$ cat config.mk
export PLATFORM = sky130hd
export DESIGN_NAME = pixel_hue_shift_correct
export DESIGN_NICKNAME = d
export VERILOG_FILES = /design/src/sv/phsc_pkg.sv /design/src/sv/phsc_div.sv /design/src/sv/phsc_hsv2rgb.sv /design/src/sv/pixel_hue_shift_correct.sv
export SDC_FILE = /design/constraint.sdc
export NUM_CORES = 2
export LEC_CHECK = 0
export BUFFER_PORTS_ARGS = -buffer_cell sky130_fd_sc_hd__buf_2
export CORE_UTILIZATION = 40
export DETAILED_ROUTE_END_ITERATION = 12
export SYNTH_ARGS = -nofsm -noshare
export SYNTH_HDL_FRONTEND = slang
export SYNTH_SLANG_ARGS = --single-unit
$ cat constraint.sdc
create_clock -name clk -period 44 [get_ports clk]
set_input_delay 2.2 -clock clk [delete_from_list [all_inputs] [get_ports clk]]
set_output_delay 2.2 -clock clk [all_outputs]
set_load 0.01 [all_outputs]
$ cat src/sv/phsc_pkg.sv
// Shared types, constants and helper functions for the pixel hue shift block.
// No dependencies; used by every other file of the block.
package phsc_pkg;

	localparam int unsigned IN_TDATA_W  = 48;
	localparam int unsigned OUT_TDATA_W = 24;
	localparam int unsigned CFG_IDX_W   = 3;
	localparam int unsigned CFG_W       = 9;
	localparam int unsigned DVD_W       = 14;
	localparam int unsigned QUO_W       = 6;

	localparam logic [2:0] REG_BLUE_RED   = 3'd0;
	localparam logic [2:0] REG_BLUE_GREEN = 3'd1;
	localparam logic [2:0] REG_BLUE_BLUE  = 3'd2;
	localparam logic [2:0] REG_PINK_RED   = 3'd3;
	localparam logic [2:0] REG_PINK_GREEN = 3'd4;
	localparam logic [2:0] REG_PINK_BLUE  = 3'd5;

	localparam logic [7:0] BASE_RED   = 8'd0;
	localparam logic [7:0] BASE_GREEN = 8'd85;
	localparam logic [7:0] BASE_BLUE  = 8'd171;
	localparam logic [7:0] SECTOR_W   = 8'd43;

	// front half of an RGB to HSV conversion, up to the hue division
	typedef struct packed {
		logic [7:0]       mx;
		logic [7:0]       d;
		logic [7:0]       base;
		logic             neg;
		logic [DVD_W-1:0] dvd;
	} hfr_t;

	typedef struct packed {
		logic [2:0] sec;
		logic [7:0] rem6;
	} secrem_t;

	function automatic hfr_t hsv_front(input logic [7:0] r, input logic [7:0] g,
			input logic [7:0] b);
		hfr_t       f;
		logic [7:0] mn;
		logic [7:0] mag;
		f.mx = (r > g) ? ((r > b) ? r : b) : ((g > b) ? g : b);
		mn   = (r < g) ? ((r < b) ? r : b) : ((g < b) ? g : b);
		f.d  = f.mx - mn;
		if (f.mx == r) begin
			f.base = BASE_RED;
			f.neg  = g < b;
			mag    = f.neg ? (b - g) : (g - b);
		end else if (f.mx == g) begin
			f.base = BASE_GREEN;
			f.neg  = b < r;
			mag    = f.neg ? (r - b) : (b - r);
		end else begin
			f.base = BASE_BLUE;
			f.neg  = r < g;
			mag    = f.neg ? (g - r) : (r - g);
		end
		// times 43 as shifts and adds
		f.dvd = ({6'd0, mag} << 5) + ({6'd0, mag} << 3) + ({6'd0, mag} << 1) + {6'd0, mag};
		return f;
	endfunction

	// hue sector and six times the position inside it
	function automatic secrem_t sec_rem(input logic [7:0] h);
		secrem_t    o;
		logic [7:0] lo;
		if (h >= 8'd215) begin
			o.sec = 3'd5;
			lo    = 8'd215;
		end else if (h >= 8'd172) begin
			o.sec = 3'd4;
			lo    = 8'd172;
		end else if (h >= 8'd129) begin
			o.sec = 3'd3;
			lo    = 8'd129;
		end else if (h >= 8'd86) begin
			o.sec = 3'd2;
			lo    = 8'd86;
		end else if (h >= SECTOR_W) begin
			o.sec = 3'd1;
			lo    = SECTOR_W;
		end else begin
			o.sec = 3'd0;
			lo    = 8'd0;
		end
		o.rem6 = ((h - lo) << 2) + ((h - lo) << 1);
		return o;
	endfunction

endpackage

$ cat src/sv/phsc_div.sv
// Pipelined restoring divider for the hue term, two quotient bits per stage.
// Depends on phsc_pkg for widths.
module phsc_div #(
	parameter int unsigned SIDE_W = 8
) (
	input  logic                           clk,
	input  logic                           arst_n,
	input  logic                           ce,
	input  logic                           in_valid,
	input  logic [phsc_pkg::DVD_W-1:0]     dividend,
	input  logic [7:0]                     divisor,
	input  logic [SIDE_W-1:0]              side_in,
	output logic                           out_valid,
	output logic [phsc_pkg::QUO_W-1:0]     quot,
	output logic [SIDE_W-1:0]              side_out
);

	localparam int unsigned DW = phsc_pkg::DVD_W;
	localparam int unsigned QW = phsc_pkg::QUO_W;

	logic          vld_s1, vld_s2, vld_s3;
	logic [DW-1:0] rem_s1, rem_s2;
	logic [QW-1:0] quo_s1, quo_s2, quo_s3;
	logic [7:0]    dvs_s1, dvs_s2;
	logic [SIDE_W-1:0] side_s1, side_s2, side_s3;

	logic [DW-1:0] rem_a, rem_b, rem_c, rem_d, rem_e;
	logic [1:0]    qb_a, qb_b, qb_c;
	logic [DW:0]   step_last;

	function automatic logic [DW:0] div_step(input logic [DW-1:0] rem,
			input logic [7:0] dvs, input int unsigned sh);
		logic [DW-1:0] trial;
		trial = {{(DW-8){1'b0}}, dvs} << sh;
		if (rem >= trial) return {1'b1, rem - trial};
		else return {1'b0, rem};
	endfunction

	always_comb begin
		{qb_a[1], rem_a} = div_step(dividend, divisor, 5);
		{qb_a[0], rem_b} = div_step(rem_a, divisor, 4);
		{qb_b[1], rem_c} = div_step(rem_s1, dvs_s1, 3);
		{qb_b[0], rem_d} = div_step(rem_c, dvs_s1, 2);
		{qb_c[1], rem_e} = div_step(rem_s2, dvs_s2, 1);
		step_last        = div_step(rem_e, dvs_s2, 0);
		qb_c[0]          = step_last[DW];
	end

	always_ff @(posedge clk or negedge arst_n) begin
		if (!arst_n) begin
			vld_s1 <= 1'b0;
			vld_s2 <= 1'b0;
			vld_s3 <= 1'b0;
		end else if (ce) begin
			vld_s1 <= in_valid;
			vld_s2 <= vld_s1;
			vld_s3 <= vld_s2;
		end
	end

	always_ff @(posedge clk) begin
		if (ce) begin
			rem_s1  <= rem_b;
			quo_s1  <= {qb_a, {(QW-2){1'b0}}};
			dvs_s1  <= divisor;
			side_s1 <= side_in;
			rem_s2  <= rem_d;
			quo_s2  <= {quo_s1[QW-1:QW-2], qb_b, 2'b00};
			dvs_s2  <= dvs_s1;
			side_s2 <= side_s1;
			quo_s3  <= {quo_s2[QW-1:2], qb_c};
			side_s3 <= side_s2;
		end
	end

	assign out_valid = vld_s3;
	assign quot      = quo_s3;
	assign side_out  = side_s3;

endmodule

$ cat src/sv/phsc_hsv2rgb.sv
// Three-stage HSV to RGB converter: sector lookup and saturation products,
// value products, channel select. Depends on phsc_pkg.
module phsc_hsv2rgb (
	input  logic       clk,
	input  logic       arst_n,
	input  logic       ce,
	input  logic       in_valid,
	input  logic [7:0] hue,
	input  logic [7:0] sat,
	input  logic [7:0] val,
	input  logic       corr_in,
	output logic       out_valid,
	output logic [7:0] red,
	output logic [7:0] green,
	output logic [7:0] blue,
	output logic       corr_out
);

	phsc_pkg::secrem_t sr;

	logic        vld_s1, vld_s2, vld_s3;
	logic [2:0]  sec_s1, sec_s2;
	logic [7:0]  sat_s1, val_s1, val_s2;
	logic [15:0] srem_s1, strem_s1;
	logic        corr_s1, corr_s2, corr_s3;
	logic        sz_s1, sz_s2;
	logic [7:0]  p_s2, q_s2, t_s2;
	logic [7:0]  r_s3, g_s3, b_s3;

	logic [15:0] p_full, q_full, t_full;
	logic [7:0]  r_c, g_c, b_c;

	assign sr = phsc_pkg::sec_rem(hue);

	always_comb begin
		p_full = {8'd0, val_s1} * {8'd0, 8'd255 - sat_s1};
		q_full = {8'd0, val_s1} * {8'd0, 8'd255 - srem_s1[15:8]};
		t_full = {8'd0, val_s1} * {8'd0, 8'd255 - strem_s1[15:8]};
	end

	always_comb begin
		if (sz_s2) begin
			r_c = val_s2;
			g_c = val_s2;
			b_c = val_s2;
		end else begin
			unique case (sec_s2)
				3'd0: begin r_c = val_s2; g_c = t_s2;   b_c = p_s2;   end
				3'd1: begin r_c = q_s2;   g_c = val_s2; b_c = p_s2;   end
				3'd2: begin r_c = p_s2;   g_c = val_s2; b_c = t_s2;   end
				3'd3: begin r_c = p_s2;   g_c = q_s2;   b_c = val_s2; end
				3'd4: begin r_c = t_s2;   g_c = p_s2;   b_c = val_s2; end
				default: begin r_c = val_s2; g_c = p_s2; b_c = q_s2; end
			endcase
		end
	end

	always_ff @(posedge clk or negedge arst_n) begin
		if (!arst_n) begin
			vld_s1 <= 1'b0;
			vld_s2 <= 1'b0;
			vld_s3 <= 1'b0;
		end else if (ce) begin
			vld_s1 <= in_valid;
			vld_s2 <= vld_s1;
			vld_s3 <= vld_s2;
		end
	end

	always_ff @(posedge clk) begin
		if (ce) begin
			sec_s1   <= sr.sec;
			sat_s1   <= sat;
			val_s1   <= val;
			sz_s1    <= sat == 8'd0;
			srem_s1  <= {8'd0, sat} * {8'd0, sr.rem6};
			strem_s1 <= {8'd0, sat} * {8'd0, 8'd255 - sr.rem6};
			corr_s1  <= corr_in;
			sec_s2   <= sec_s1;
			val_s2   <= val_s1;
			sz_s2    <= sz_s1;
			p_s2     <= p_full[15:8];
			q_s2     <= q_full[15:8];
			t_s2     <= t_full[15:8];
			corr_s2  <= corr_s1;
			r_s3     <= r_c;
			g_s3     <= g_c;
			b_s3     <= b_c;
			corr_s3  <= corr_s2;
		end
	end

	assign out_valid = vld_s3;
	assign red       = r_s3;
	assign green     = g_s3;
	assign blue      = b_s3;
	assign corr_out  = corr_s3;

endmodule

$ cat src/sv/pixel_hue_shift_correct.sv
// Top level of the pixel hue shift and band correction pipeline.
// Depends on phsc_pkg, phsc_div and phsc_hsv2rgb.
//
// Usage:
//   Pixels enter on the s_axis channel and leave on the m_axis channel, one
//   result item for every input item, in order. The six signed band offsets
//   are written through cfg_we / cfg_index / cfg_data while the stream is
//   idle; an index above five is ignored.
//   From acceptance to m_axis_tvalid an item passes through one stage for the
//   max/min front end, three for the hue divider, one for hue shift and
//   value boost, three for HSV to RGB, one for the second front end, three
//   for the second hue divider and one for the band offsets and clamp.
//   One item per cycle unless stalled; the divider stages are fully pipelined.
//   When the receiver holds m_axis_tready low with a result waiting, the
//   whole pipeline freezes and s_axis_tready drops; nothing is lost or
//   repeated. Reset empties the pipeline and clears all offsets to zero.
module pixel_hue_shift_correct (
	input  logic                                 clk,
	input  logic                                 arst_n,
	input  logic                                 s_axis_tvalid,
	output logic                                 s_axis_tready,
	// in_red, in_green, in_blue, hue_shift, value_boost, apply_correction
	input  logic [phsc_pkg::IN_TDATA_W-1:0]      s_axis_tdata,
	output logic                                 m_axis_tvalid,
	input  logic                                 m_axis_tready,
	// out_red, out_green, out_blue
	output logic [phsc_pkg::OUT_TDATA_W-1:0]     m_axis_tdata,
	input  logic                                 cfg_we,
	input  logic [phsc_pkg::CFG_IDX_W-1:0]       cfg_index,
	input  logic [phsc_pkg::CFG_W-1:0]           cfg_data
);

	localparam int unsigned S1_SIDE_W = 8 + 1 + 1 + 8 + 8 + 8 + 1;
	localparam int unsigned S3_SIDE_W = 8 + 1 + 1 + 8 + 8 + 8 + 1;

	logic adv;

	logic [phsc_pkg::CFG_W-1:0] off_q [6];

	phsc_pkg::hfr_t f1, f3;

	logic                        vld_s1;
	logic [phsc_pkg::DVD_W-1:0]  dvd_s1;
	logic [7:0]                  d_s1;
	logic [S1_SIDE_W-1:0]        side_s1;

	logic                        d1_valid;
	logic [phsc_pkg::QUO_W-1:0]  d1_quot;
	logic [S1_SIDE_W-1:0]        d1_side;

	logic [7:0] d1_base, d1_mx, d1_shift, d1_boost;
	logic       d1_neg, d1_dz, d1_corr;
	logic [7:0] hue1, hue_shifted;
	logic [8:0] hsum, vsum;

	logic       vld_s2, corr_s2;
	logic [7:0] h_s2, s_s2, v_s2;

	logic       c_valid, c_corr;
	logic [7:0] c_red, c_green, c_blue;

	logic                        vld_s3;
	logic [phsc_pkg::DVD_W-1:0]  dvd_s3;
	logic [7:0]                  d_s3;
	logic [S3_SIDE_W-1:0]        side_s3;

	logic                        d2_valid;
	logic [phsc_pkg::QUO_W-1:0]  d2_quot;
	logic [S3_SIDE_W-1:0]        d2_side;

	logic [7:0] d2_base, d2_r, d2_g, d2_b, hue2;
	logic       d2_neg, d2_dz, d2_corr;
	logic       in_blue_band, in_pink_band;
	logic [7:0] r_o, g_o, b_o;

	logic                                 m_valid_q;
	logic [phsc_pkg::OUT_TDATA_W-1:0]     m_data_q;
	logic                                 band_q;

	function automatic logic [7:0] adjust(input logic [7:0] c,
			input logic [phsc_pkg::CFG_W-1:0] off);
		logic signed [9:0] x;
		x = $signed({2'b00, c}) + $signed({off[8], off});
		if (x < 10'sd0) return 8'd0;
		else if (x > 10'sd254) return 8'd254;
		else return x[7:0];
	endfunction

	assign adv           = !m_valid_q || m_axis_tready;
	assign s_axis_tready = adv;

	// configuration registers
	always_ff @(posedge clk or negedge arst_n) begin
		if (!arst_n) begin
			for (int i = 0; i < 6; i++) off_q[i] <= '0;
		end else if (cfg_we) begin
			unique case (cfg_index)
				phsc_pkg::REG_BLUE_RED:   off_q[0] <= cfg_data;
				phsc_pkg::REG_BLUE_GREEN: off_q[1] <= cfg_data;
				phsc_pkg::REG_BLUE_BLUE:  off_q[2] <= cfg_data;
				phsc_pkg::REG_PINK_RED:   off_q[3] <= cfg_data;
				phsc_pkg::REG_PINK_GREEN: off_q[4] <= cfg_data;
				phsc_pkg::REG_PINK_BLUE:  off_q[5] <= cfg_data;
				default: ;
			endcase
		end
	end

	// stage 1: max, min and the hue dividend of the input pixel
	assign f1 = phsc_pkg::hsv_front(s_axis_tdata[7:0], s_axis_tdata[15:8],
		s_axis_tdata[23:16]);

	always_ff @(posedge clk or negedge arst_n) begin
		if (!arst_n) vld_s1 <= 1'b0;
		else if (adv) vld_s1 <= s_axis_tvalid;
	end

	always_ff @(posedge clk) begin
		if (adv) begin
			dvd_s1  <= f1.dvd;
			d_s1    <= f1.d;
			side_s1 <= {f1.base, f1.neg, f1.d == 8'd0, f1.mx, s_axis_tdata[31:24],
				s_axis_tdata[39:32], s_axis_tdata[40]};
		end
	end

	phsc_div #(.SIDE_W(S1_SIDE_W)) u_div1 (
		.clk      (clk),
		.arst_n   (arst_n),
		.ce       (adv),
		.in_valid (vld_s1),
		.dividend (dvd_s1),
		.divisor  (d_s1),
		.side_in  (side_s1),
		.out_valid(d1_valid),
		.quot     (d1_quot),
		.side_out (d1_side)
	);

	// hue shift with the 255 wrap, saturation and value boost
	always_comb begin
		{d1_base, d1_neg, d1_dz, d1_mx, d1_shift, d1_boost, d1_corr} = d1_side;
		if (d1_dz) hue1 = 8'd0;
		else if (d1_neg) hue1 = d1_base - {2'b00, d1_quot};
		else hue1 = d1_base + {2'b00, d1_quot};
		hsum        = {1'b0, hue1} + {1'b0, d1_shift};
		hue_shifted = hsum[8] ? hsum[7:0] + 8'd1 : hsum[7:0];
		vsum        = {1'b0, d1_mx} + {1'b0, d1_boost};
	end

	always_ff @(posedge clk or negedge arst_n) begin
		if (!arst_n) vld_s2 <= 1'b0;
		else if (adv) vld_s2 <= d1_valid;
	end

	always_ff @(posedge clk) begin
		if (adv) begin
			h_s2    <= hue_shifted;
			s_s2    <= d1_dz ? 8'd254 : 8'd255;
			v_s2    <= vsum[8] ? 8'd255 : vsum[7:0];
			corr_s2 <= d1_corr;
		end
	end

	phsc_hsv2rgb u_hsv2rgb (
		.clk      (clk),
		.arst_n   (arst_n),
		.ce       (adv),
		.in_valid (vld_s2),
		.hue      (h_s2),
		.sat      (s_s2),
		.val      (v_s2),
		.corr_in  (corr_s2),
		.out_valid(c_valid),
		.red      (c_red),
		.green    (c_green),
		.blue     (c_blue),
		.corr_out (c_corr)
	);

	// second front end, for the band test
	assign f3 = phsc_pkg::hsv_front(c_red, c_green, c_blue);

	always_ff @(posedge clk or negedge arst_n) begin
		if (!arst_n) vld_s3 <= 1'b0;
		else if (adv) vld_s3 <= c_valid;
	end

	always_ff @(posedge clk) begin
		if (adv) begin
			dvd_s3  <= f3.dvd;
			d_s3    <= f3.d;
			side_s3 <= {f3.base, f3.neg, f3.d == 8'd0, c_red, c_green, c_blue, c_corr};
		end
	end

	phsc_div #(.SIDE_W(S3_SIDE_W)) u_div2 (
		.clk      (clk),
		.arst_n   (arst_n),
		.ce       (adv),
		.in_valid (vld_s3),
		.dividend (dvd_s3),
		.divisor  (d_s3),
		.side_in  (side_s3),
		.out_valid(d2_valid),
		.quot     (d2_quot),
		.side_out (d2_side)
	);

	always_comb begin
		{d2_base, d2_neg, d2_dz, d2_r, d2_g, d2_b, d2_corr} = d2_side;
		if (d2_dz) hue2 = 8'd0;
		else if (d2_neg) hue2 = d2_base - {2'b00, d2_quot};
		else hue2 = d2_base + {2'b00, d2_quot};
		in_blue_band = d2_corr && hue2 > 8'd100 && hue2 < 8'd150;
		in_pink_band = d2_corr && hue2 >= 8'd150 && hue2 != 8'd255;
		priority if (in_blue_band) begin
			r_o = adjust(d2_r, off_q[0]);
			g_o = adjust(d2_g, off_q[1]);
			b_o = adjust(d2_b, off_q[2]);
		end else if (in_pink_band) begin
			r_o = adjust(d2_r, off_q[3]);
			g_o = adjust(d2_g, off_q[4]);
			b_o = adjust(d2_b, off_q[5]);
		end else begin
			r_o = d2_r;
			g_o = d2_g;
			b_o = d2_b;
		end
	end

	// output register: hold while the receiver stalls
	always_ff @(posedge clk or negedge arst_n) begin
		if (!arst_n) m_valid_q <= 1'b0;
		else if (adv) m_valid_q <= d2_valid;
	end

	always_ff @(posedge clk) begin
		if (adv) begin
			m_data_q <= {b_o, g_o, r_o};
			band_q   <= in_blue_band || in_pink_band;
		end
	end

	assign m_axis_tvalid = m_valid_q;
	assign m_axis_tdata  = m_data_q;

`ifndef ASSERT_OFF
	a_stall_holds_pipe: assert property (@(posedge clk) disable iff (!arst_n)
		!adv |=> $stable({vld_s1, vld_s2, vld_s3, d1_valid, c_valid, d2_valid}))
		else $error("pipeline valid bits moved during a stall");

	a_sat_boosted: assert property (@(posedge clk) disable iff (!arst_n)
		vld_s2 |-> (s_s2 == 8'd254 || s_s2 == 8'd255))
		else $error("saturation after boost is not 254 or 255");

	a_band_clamped: assert property (@(posedge clk) disable iff (!arst_n)
		(m_valid_q && band_q) |-> (m_data_q[7:0] != 8'd255 && m_data_q[15:8] != 8'd255
			&& m_data_q[23:16] != 8'd255))
		else $error("corrected channel exceeds 254");
`endif

endmodule

## Word level (Yosys, flattened, before mapping)

Cells that the tools add are included.

- Flip-flop bits (word level): 667
- Latch bits: 0
- RAM bits: 0
- ROM bits: 0
- Output and inout bits: 26
- Word-level logic and storage cells: 286
- Memories: 0

- $add $sub $neg: 51
- $mul: 5
- Div/mod/pow operators: 0
- Order comparisons: 46
- Equal/unequal tests: 14
- Shift operators: 0
- Multiplexer cells: 77
- Bitwise logic cells: 0
- Reduce and logical (&&, ||, !) cells: 22

Operators with widths:

| cell | number |
|---|---|
| $mux W8 | 48 |
| $mux W15 | 12 |
| $sub A8 B8 Y8 | 14 |
| $mul A8 B8 Y16 | 5 |
| $pmux W8 S3 | 3 |
| $lt A8 B8 Y1 | 8 |
| $add A9 B9 Y10 | 6 |
| $gt A10 B9 Y1 const B | 6 |
| $lt A10 B1 Y1 const B | 6 |
| $gt A8 B8 Y1 | 6 |
| $eq A8 B8 Y1 | 4 |
| $ge A8 B8 Y1 const B | 4 |
| $sub A8 B8 Y8 const A | 4 |
| $add A13 B11 Y14 | 2 |
| $add A14 B8 Y14 | 2 |
| $add A14 B9 Y14 | 2 |
| $ge A14 B10 Y1 | 2 |
| $ge A14 B11 Y1 | 2 |
| $ge A14 B12 Y1 | 2 |
| $ge A14 B13 Y1 | 2 |
| $ge A14 B8 Y1 | 2 |
| $ge A14 B9 Y1 | 2 |
| $mux W7 | 4 |
| $sub A14 B10 Y14 | 2 |
| other kinds (30) | 65 |

## Logic depth before layout (Yosys ltp)

- Depth in word-level cells: 10
- Depth in mapped cells: 34

## By module

Synthesis repeated with hierarchy kept, for this count alone.

- Cell total of the unflattened synthesis: 4332
- Area total of the unflattened synthesis: 48048.6 sq um

Modules (own cells, without submodules):

| module | times used | cells each | area each (sq um) | seq. area each (sq um) |
|---|---|---|---|---|
| pixel_hue_shift_correct | 1 | 1754 | 18061.1 | 5835.6 |
| phsc_hsv2rgb | 1 | 1469 | 14512.7 | 3047.9 |
| phsc_div at u_div2 | 1 | 558 | 7743.7 | 4909.7 |
| phsc_div at u_div1 | 1 | 551 | 7731.2 | 4909.7 |

## Worst setup path before layout

No wires, ideal clock.

- Path type: in2out
- Start: input port m_axis_tready
- End: output port s_axis_tready
- Arrival time: 16647 ps
- Setup slack: 25153 ps
- Cell stages on the path: 2
- Buffers on the path: 1
- Cells stage by stage: nand2b_1 buf_1

- Word-level cells in the longest chain between the ends: 1

Ends and longest elaborated chain:

| what | RTL line | text |
|---|---|---|
| from (decl) | pixel_hue_shift_correct.sv:25 | `input logic m_axis_tready,` |
| $logic_or A1 B1 Y1 | pixel_hue_shift_correct.sv:89 | `assign adv = !m_valid_q \|\| m_axis_tready;` |
| to (decl) | pixel_hue_shift_correct.sv:21 | `output logic s_axis_tready,` |

No other way between the ends.

## Worst setup path in the final report

- Start: register h_s2[2]
- End: register u_hsv2rgb.strem_s1[15], data pin

- Word-level cells in the longest chain between the ends: 10

Ends and longest elaborated chain:

| what | RTL line | text |
|---|---|---|
| from (decl) | pixel_hue_shift_correct.sv:57 | `logic [7:0] h_s2, s_s2, v_s2;` |
| from (signal assigned) | pixel_hue_shift_correct.sv:158 | `h_s2 <= hue_shifted;` |
| $ge A8 B6 Y1 | phsc_pkg.sv:80 | `end else if (h >= SECTOR_W) begin` |
| $mux W6 | phsc_pkg.sv:80 |  |
| $mux W7 | phsc_pkg.sv:77 | `end else if (h >= 8'd86) begin` |
| $mux W7 | phsc_pkg.sv:74 | `end else if (h >= 8'd129) begin` |
| $mux W7 | phsc_pkg.sv:71 | `end else if (h >= 8'd172) begin` |
| $mux W7 | phsc_pkg.sv:68 | `if (h >= 8'd215) begin` |
| $sub A7 B7 Y7 * | phsc_pkg.sv:87 | `o.rem6 = ((h - lo) << 2) + ((h - lo) << 1);` |
| $add A8 B8 Y8 * | phsc_pkg.sv:87 |  |
| $sub A8 B8 Y8 * | phsc_hsv2rgb.sv:77 | `strem_s1 <= {8'd0, sat} * {8'd0, 8'd255 - sr.rem6};` |
| $mul A8 B8 Y16 * | phsc_hsv2rgb.sv:77 |  |
| to (signal assigned) | phsc_hsv2rgb.sv:77 |  |
| to (decl) | phsc_hsv2rgb.sv:24 | `logic [15:0] srem_s1, strem_s1;` |

Every way passes the cells marked *; elsewhere a longest branch is shown, timed or not.
A chain may end at the register's enable or synchronous reset.

==> flow_metrics.tcl <==
set metrics [dict create \
    seqCellArea_um2 17260 \
    n_antenna_cell 0 \
    synthTopCellsByCount "edfxtp_1 (519), ha_1 (467), inv_1 (436)" \
    hold_class "flop to flop" \
    cts_tree "built" \
    synth_top_flop_cell "edfxtp_1" \
    hold_ws_ns 0.4053 \
    syn_area_um2 42280 \
    cts.sinks 586 \
    synth_area_leader_cell "edfxtp_1" \
    synth_edf_count 519 \
    drcViolationCount 0 \
    max-slew-margin-rel_pct 20.63 \
    port_buffers 83 \
    fmax_mhz 112.1 \
    hold_viol 0 \
    clkLatencyLatePin_ns 0.62 \
    initialDrtViolationCount 1508 \
    synth-warning-count 0 \
    synth_top_cell_area_share_pct 36.87 \
    cts_resized 0 \
    postCtsHoldBufs 0 \
    grt_max_degree 187 \
    die-width_um 327.1 \
    slowest_delay_ns 0.90 \
    synthTopCellsByArea "edfxtp_1 (37%), ha_1 (14%), fa_1 (8.0%)" \
    gp_congestion 0.9067 \
    cts_root_buf "clkbuf_16" \
    start_util_pct 40.62 \
    critPathSlowestCell "fa_1" \
    grt_pass1_vias 27050 \
    core-area_um2 104100 \
    clock_path_buffers 3 \
    ys_seq_elements 586 \
    grt_remaining_overflow 0 \
    fin_setup_tns_ns 0 \
    timing.critical_path.mode_cell "fa_1" \
    drtAntennaViolNets 0 \
    wl_um 82320 \
    avgSynthCellArea_um2 11.19 \
    path_max_fanout 9 \
    post-route-period-util_pct 20.27 \
    synth_cells 3777 \
    yosysMostFrequentCell "edfxtp_1" \
    post-cts-setup-buffers 0 \
    grtUsageTotal_pct 15.46 \
    finClkSkew_ns 0.03121 \
    ys_types 84 \
    multi_input_area_um2 23050 \
    drive_above_1_share_pct 8.924 \
    tightest_slew_ns 1.188 \
    fillers 9720 \
    critPathRequiredTime_ns 44.37 \
    status "completed" \
    rsz0062_at_grt "false" \
    dieHeight_um 327.1 \
    grt_pass1_wl_um 136200 \
    hpwl_um 61360 \
    drt_first_pass_iters 5 \
    synth.net_count 4477 \
    async_flop_share_pct 11.43 \
    syn_to_final_growth_pct 10.16 \
    dr_total_vias 27310 \
    endpoint_kind "flop" \
    numCtsBuffers 69 \
    fin_nets 4569 \
    rows 118 \
    die_area_um2 107000 \
    critPathArrivalTime_ns 9.29 \
    wl_per_cell_um 15.53 \
    h-tree-depth 3 \
    critPathKind "flop to flop" \
    ys_seq_area_share_pct 40.83 \
    antenna_found_initial 0 \
    cts.clk_slew.worst_paths_ns 0.06 \
    startpoint_type "flop" \
    avgViaCountPerCell 5.150 \
    drv_slew 0 \
    finalSetupViolCount 0 \
    max_cap_viol_count 0 \
    finalCriticalPeriod_ns 8.920 \
    pin_count 91 \
]
## layout make-up
cell class	count	area share [%]
multi-input combinational	2673	49.49
sequential	586	37.06
clock buffer	78	3.847
tap	1380	3.707
inverter	436	3.514
timing repair buffer	103	1.241
clock inverter	46	1.134
## stage by stage
stage / util, % / cells / setup slack, ns / instance area (um2)
6_report: 44.74 / 5302 / 35.08 / 46570
5_1_grt: 44.74 / 5302 / 34.38 / 46570
2_1_floorplan: - / 3777 / 25.15 / 42280
4_1_cts: 44.74 / 5302 / 35.02 / 46570
3_3_place_gp: 42.51 / 5178 / 34.60 / 44250
3_5_place_dp: 42.51 / 5178 / 34.57 / 44250
## routing by layer
| metal | GRT usage [%] | part of all wire (%) | vias up |
|---|---|---|---|
| li1 | - | - | 13680 |
| met3 | 2.125 | 3.4 | 127 |
| met5 | 0 | 0 | - |
| met1 | 20.37 | 47 | 13040 |
| met2 | 26.40 | 48 | 453 |
| met4 | 4.510 | 2.4 | 0 |
## placed cells by master, fill, tap and decap left out, types with 34 or more instances in the layout
master     instances
a21o_1            98
a21oi_1          239
buf_2             83
clkbuf_16         70
dfrtp_1           67
edfxtp_1         519
fa_1             168
ha_1             467
inv_1            436
mux2_2           112
mux2i_1          108
nand2_1          141
nand2b_1         105
nand3_1           34
nand4_1           35
nor2_1           185
nor2b_1          139
o21ai_0          121
o21bai_1          45
o22ai_1           54
xnor2_1          174
xor2_1            94
## flip-flops by register name, summed over array words and instances, names as in the netlist, 24 cells and up
name and flops:
side_s1 30, u_div2.side_s2 30, m_axis_tdata 24, side_s3 30, u_div1.side_s2 30, u_div2.side_s1 30
off_q 54, u_div2.side_out 30, u_div1.side_s1 30, u_div1.side_out 30
## worst paths after layout
kind / from / endpoint / slack [ns] / cells after the start
worst min register to register: u_div2.side_s2[6] / u_div2.side_out[6] / 0.41 / 0
worst max-delay path: h_s2[2] / u_hsv2rgb.strem_s1[15] / 35.08 / 30
max in group asynchronous: arst_n / off_q[2] / 41.60 / 2
worst max register to register: h_s2[2] / u_hsv2rgb.strem_s1[15] / 35.08 / 30
min in group asynchronous: arst_n / off_q[53] / 1.78 / 2
worst min-delay path: u_div2.side_s2[6] / u_div2.side_out[6] / 0.41 / 0
## kinds of logic (layout without fill, tap and decap cells)
kind of cell | Yosys count | after routing | synth area share (%)
compound gates | 784 | 784 | 12.05
xor+xnor | 269 | 269 | 5.606
fa+ha+maj | 635 | 635 | 21.78
buf+inv | 518 | 663 | 4.718
flops | 586 | 586 | 40.83
mux | 223 | 223 | 5.638
simple gates | 762 | 762 | 9.382
## critical path, delay by kind of cell (launching register included)
kind	cells	cell delay [ns]
XOR/XNOR	4	1.08
AO/OA/AOI/OAI	11	2.30
adder cells (fa/ha/maj)	8	3.61
buffers and inverters	4	0.43
flip-flops	1	0.46
AND/OR/NAND/NOR	3	0.80
Power is not shown: default switching activity piles up to over one toggle a cycle in this logic, so the estimate is an artifact.
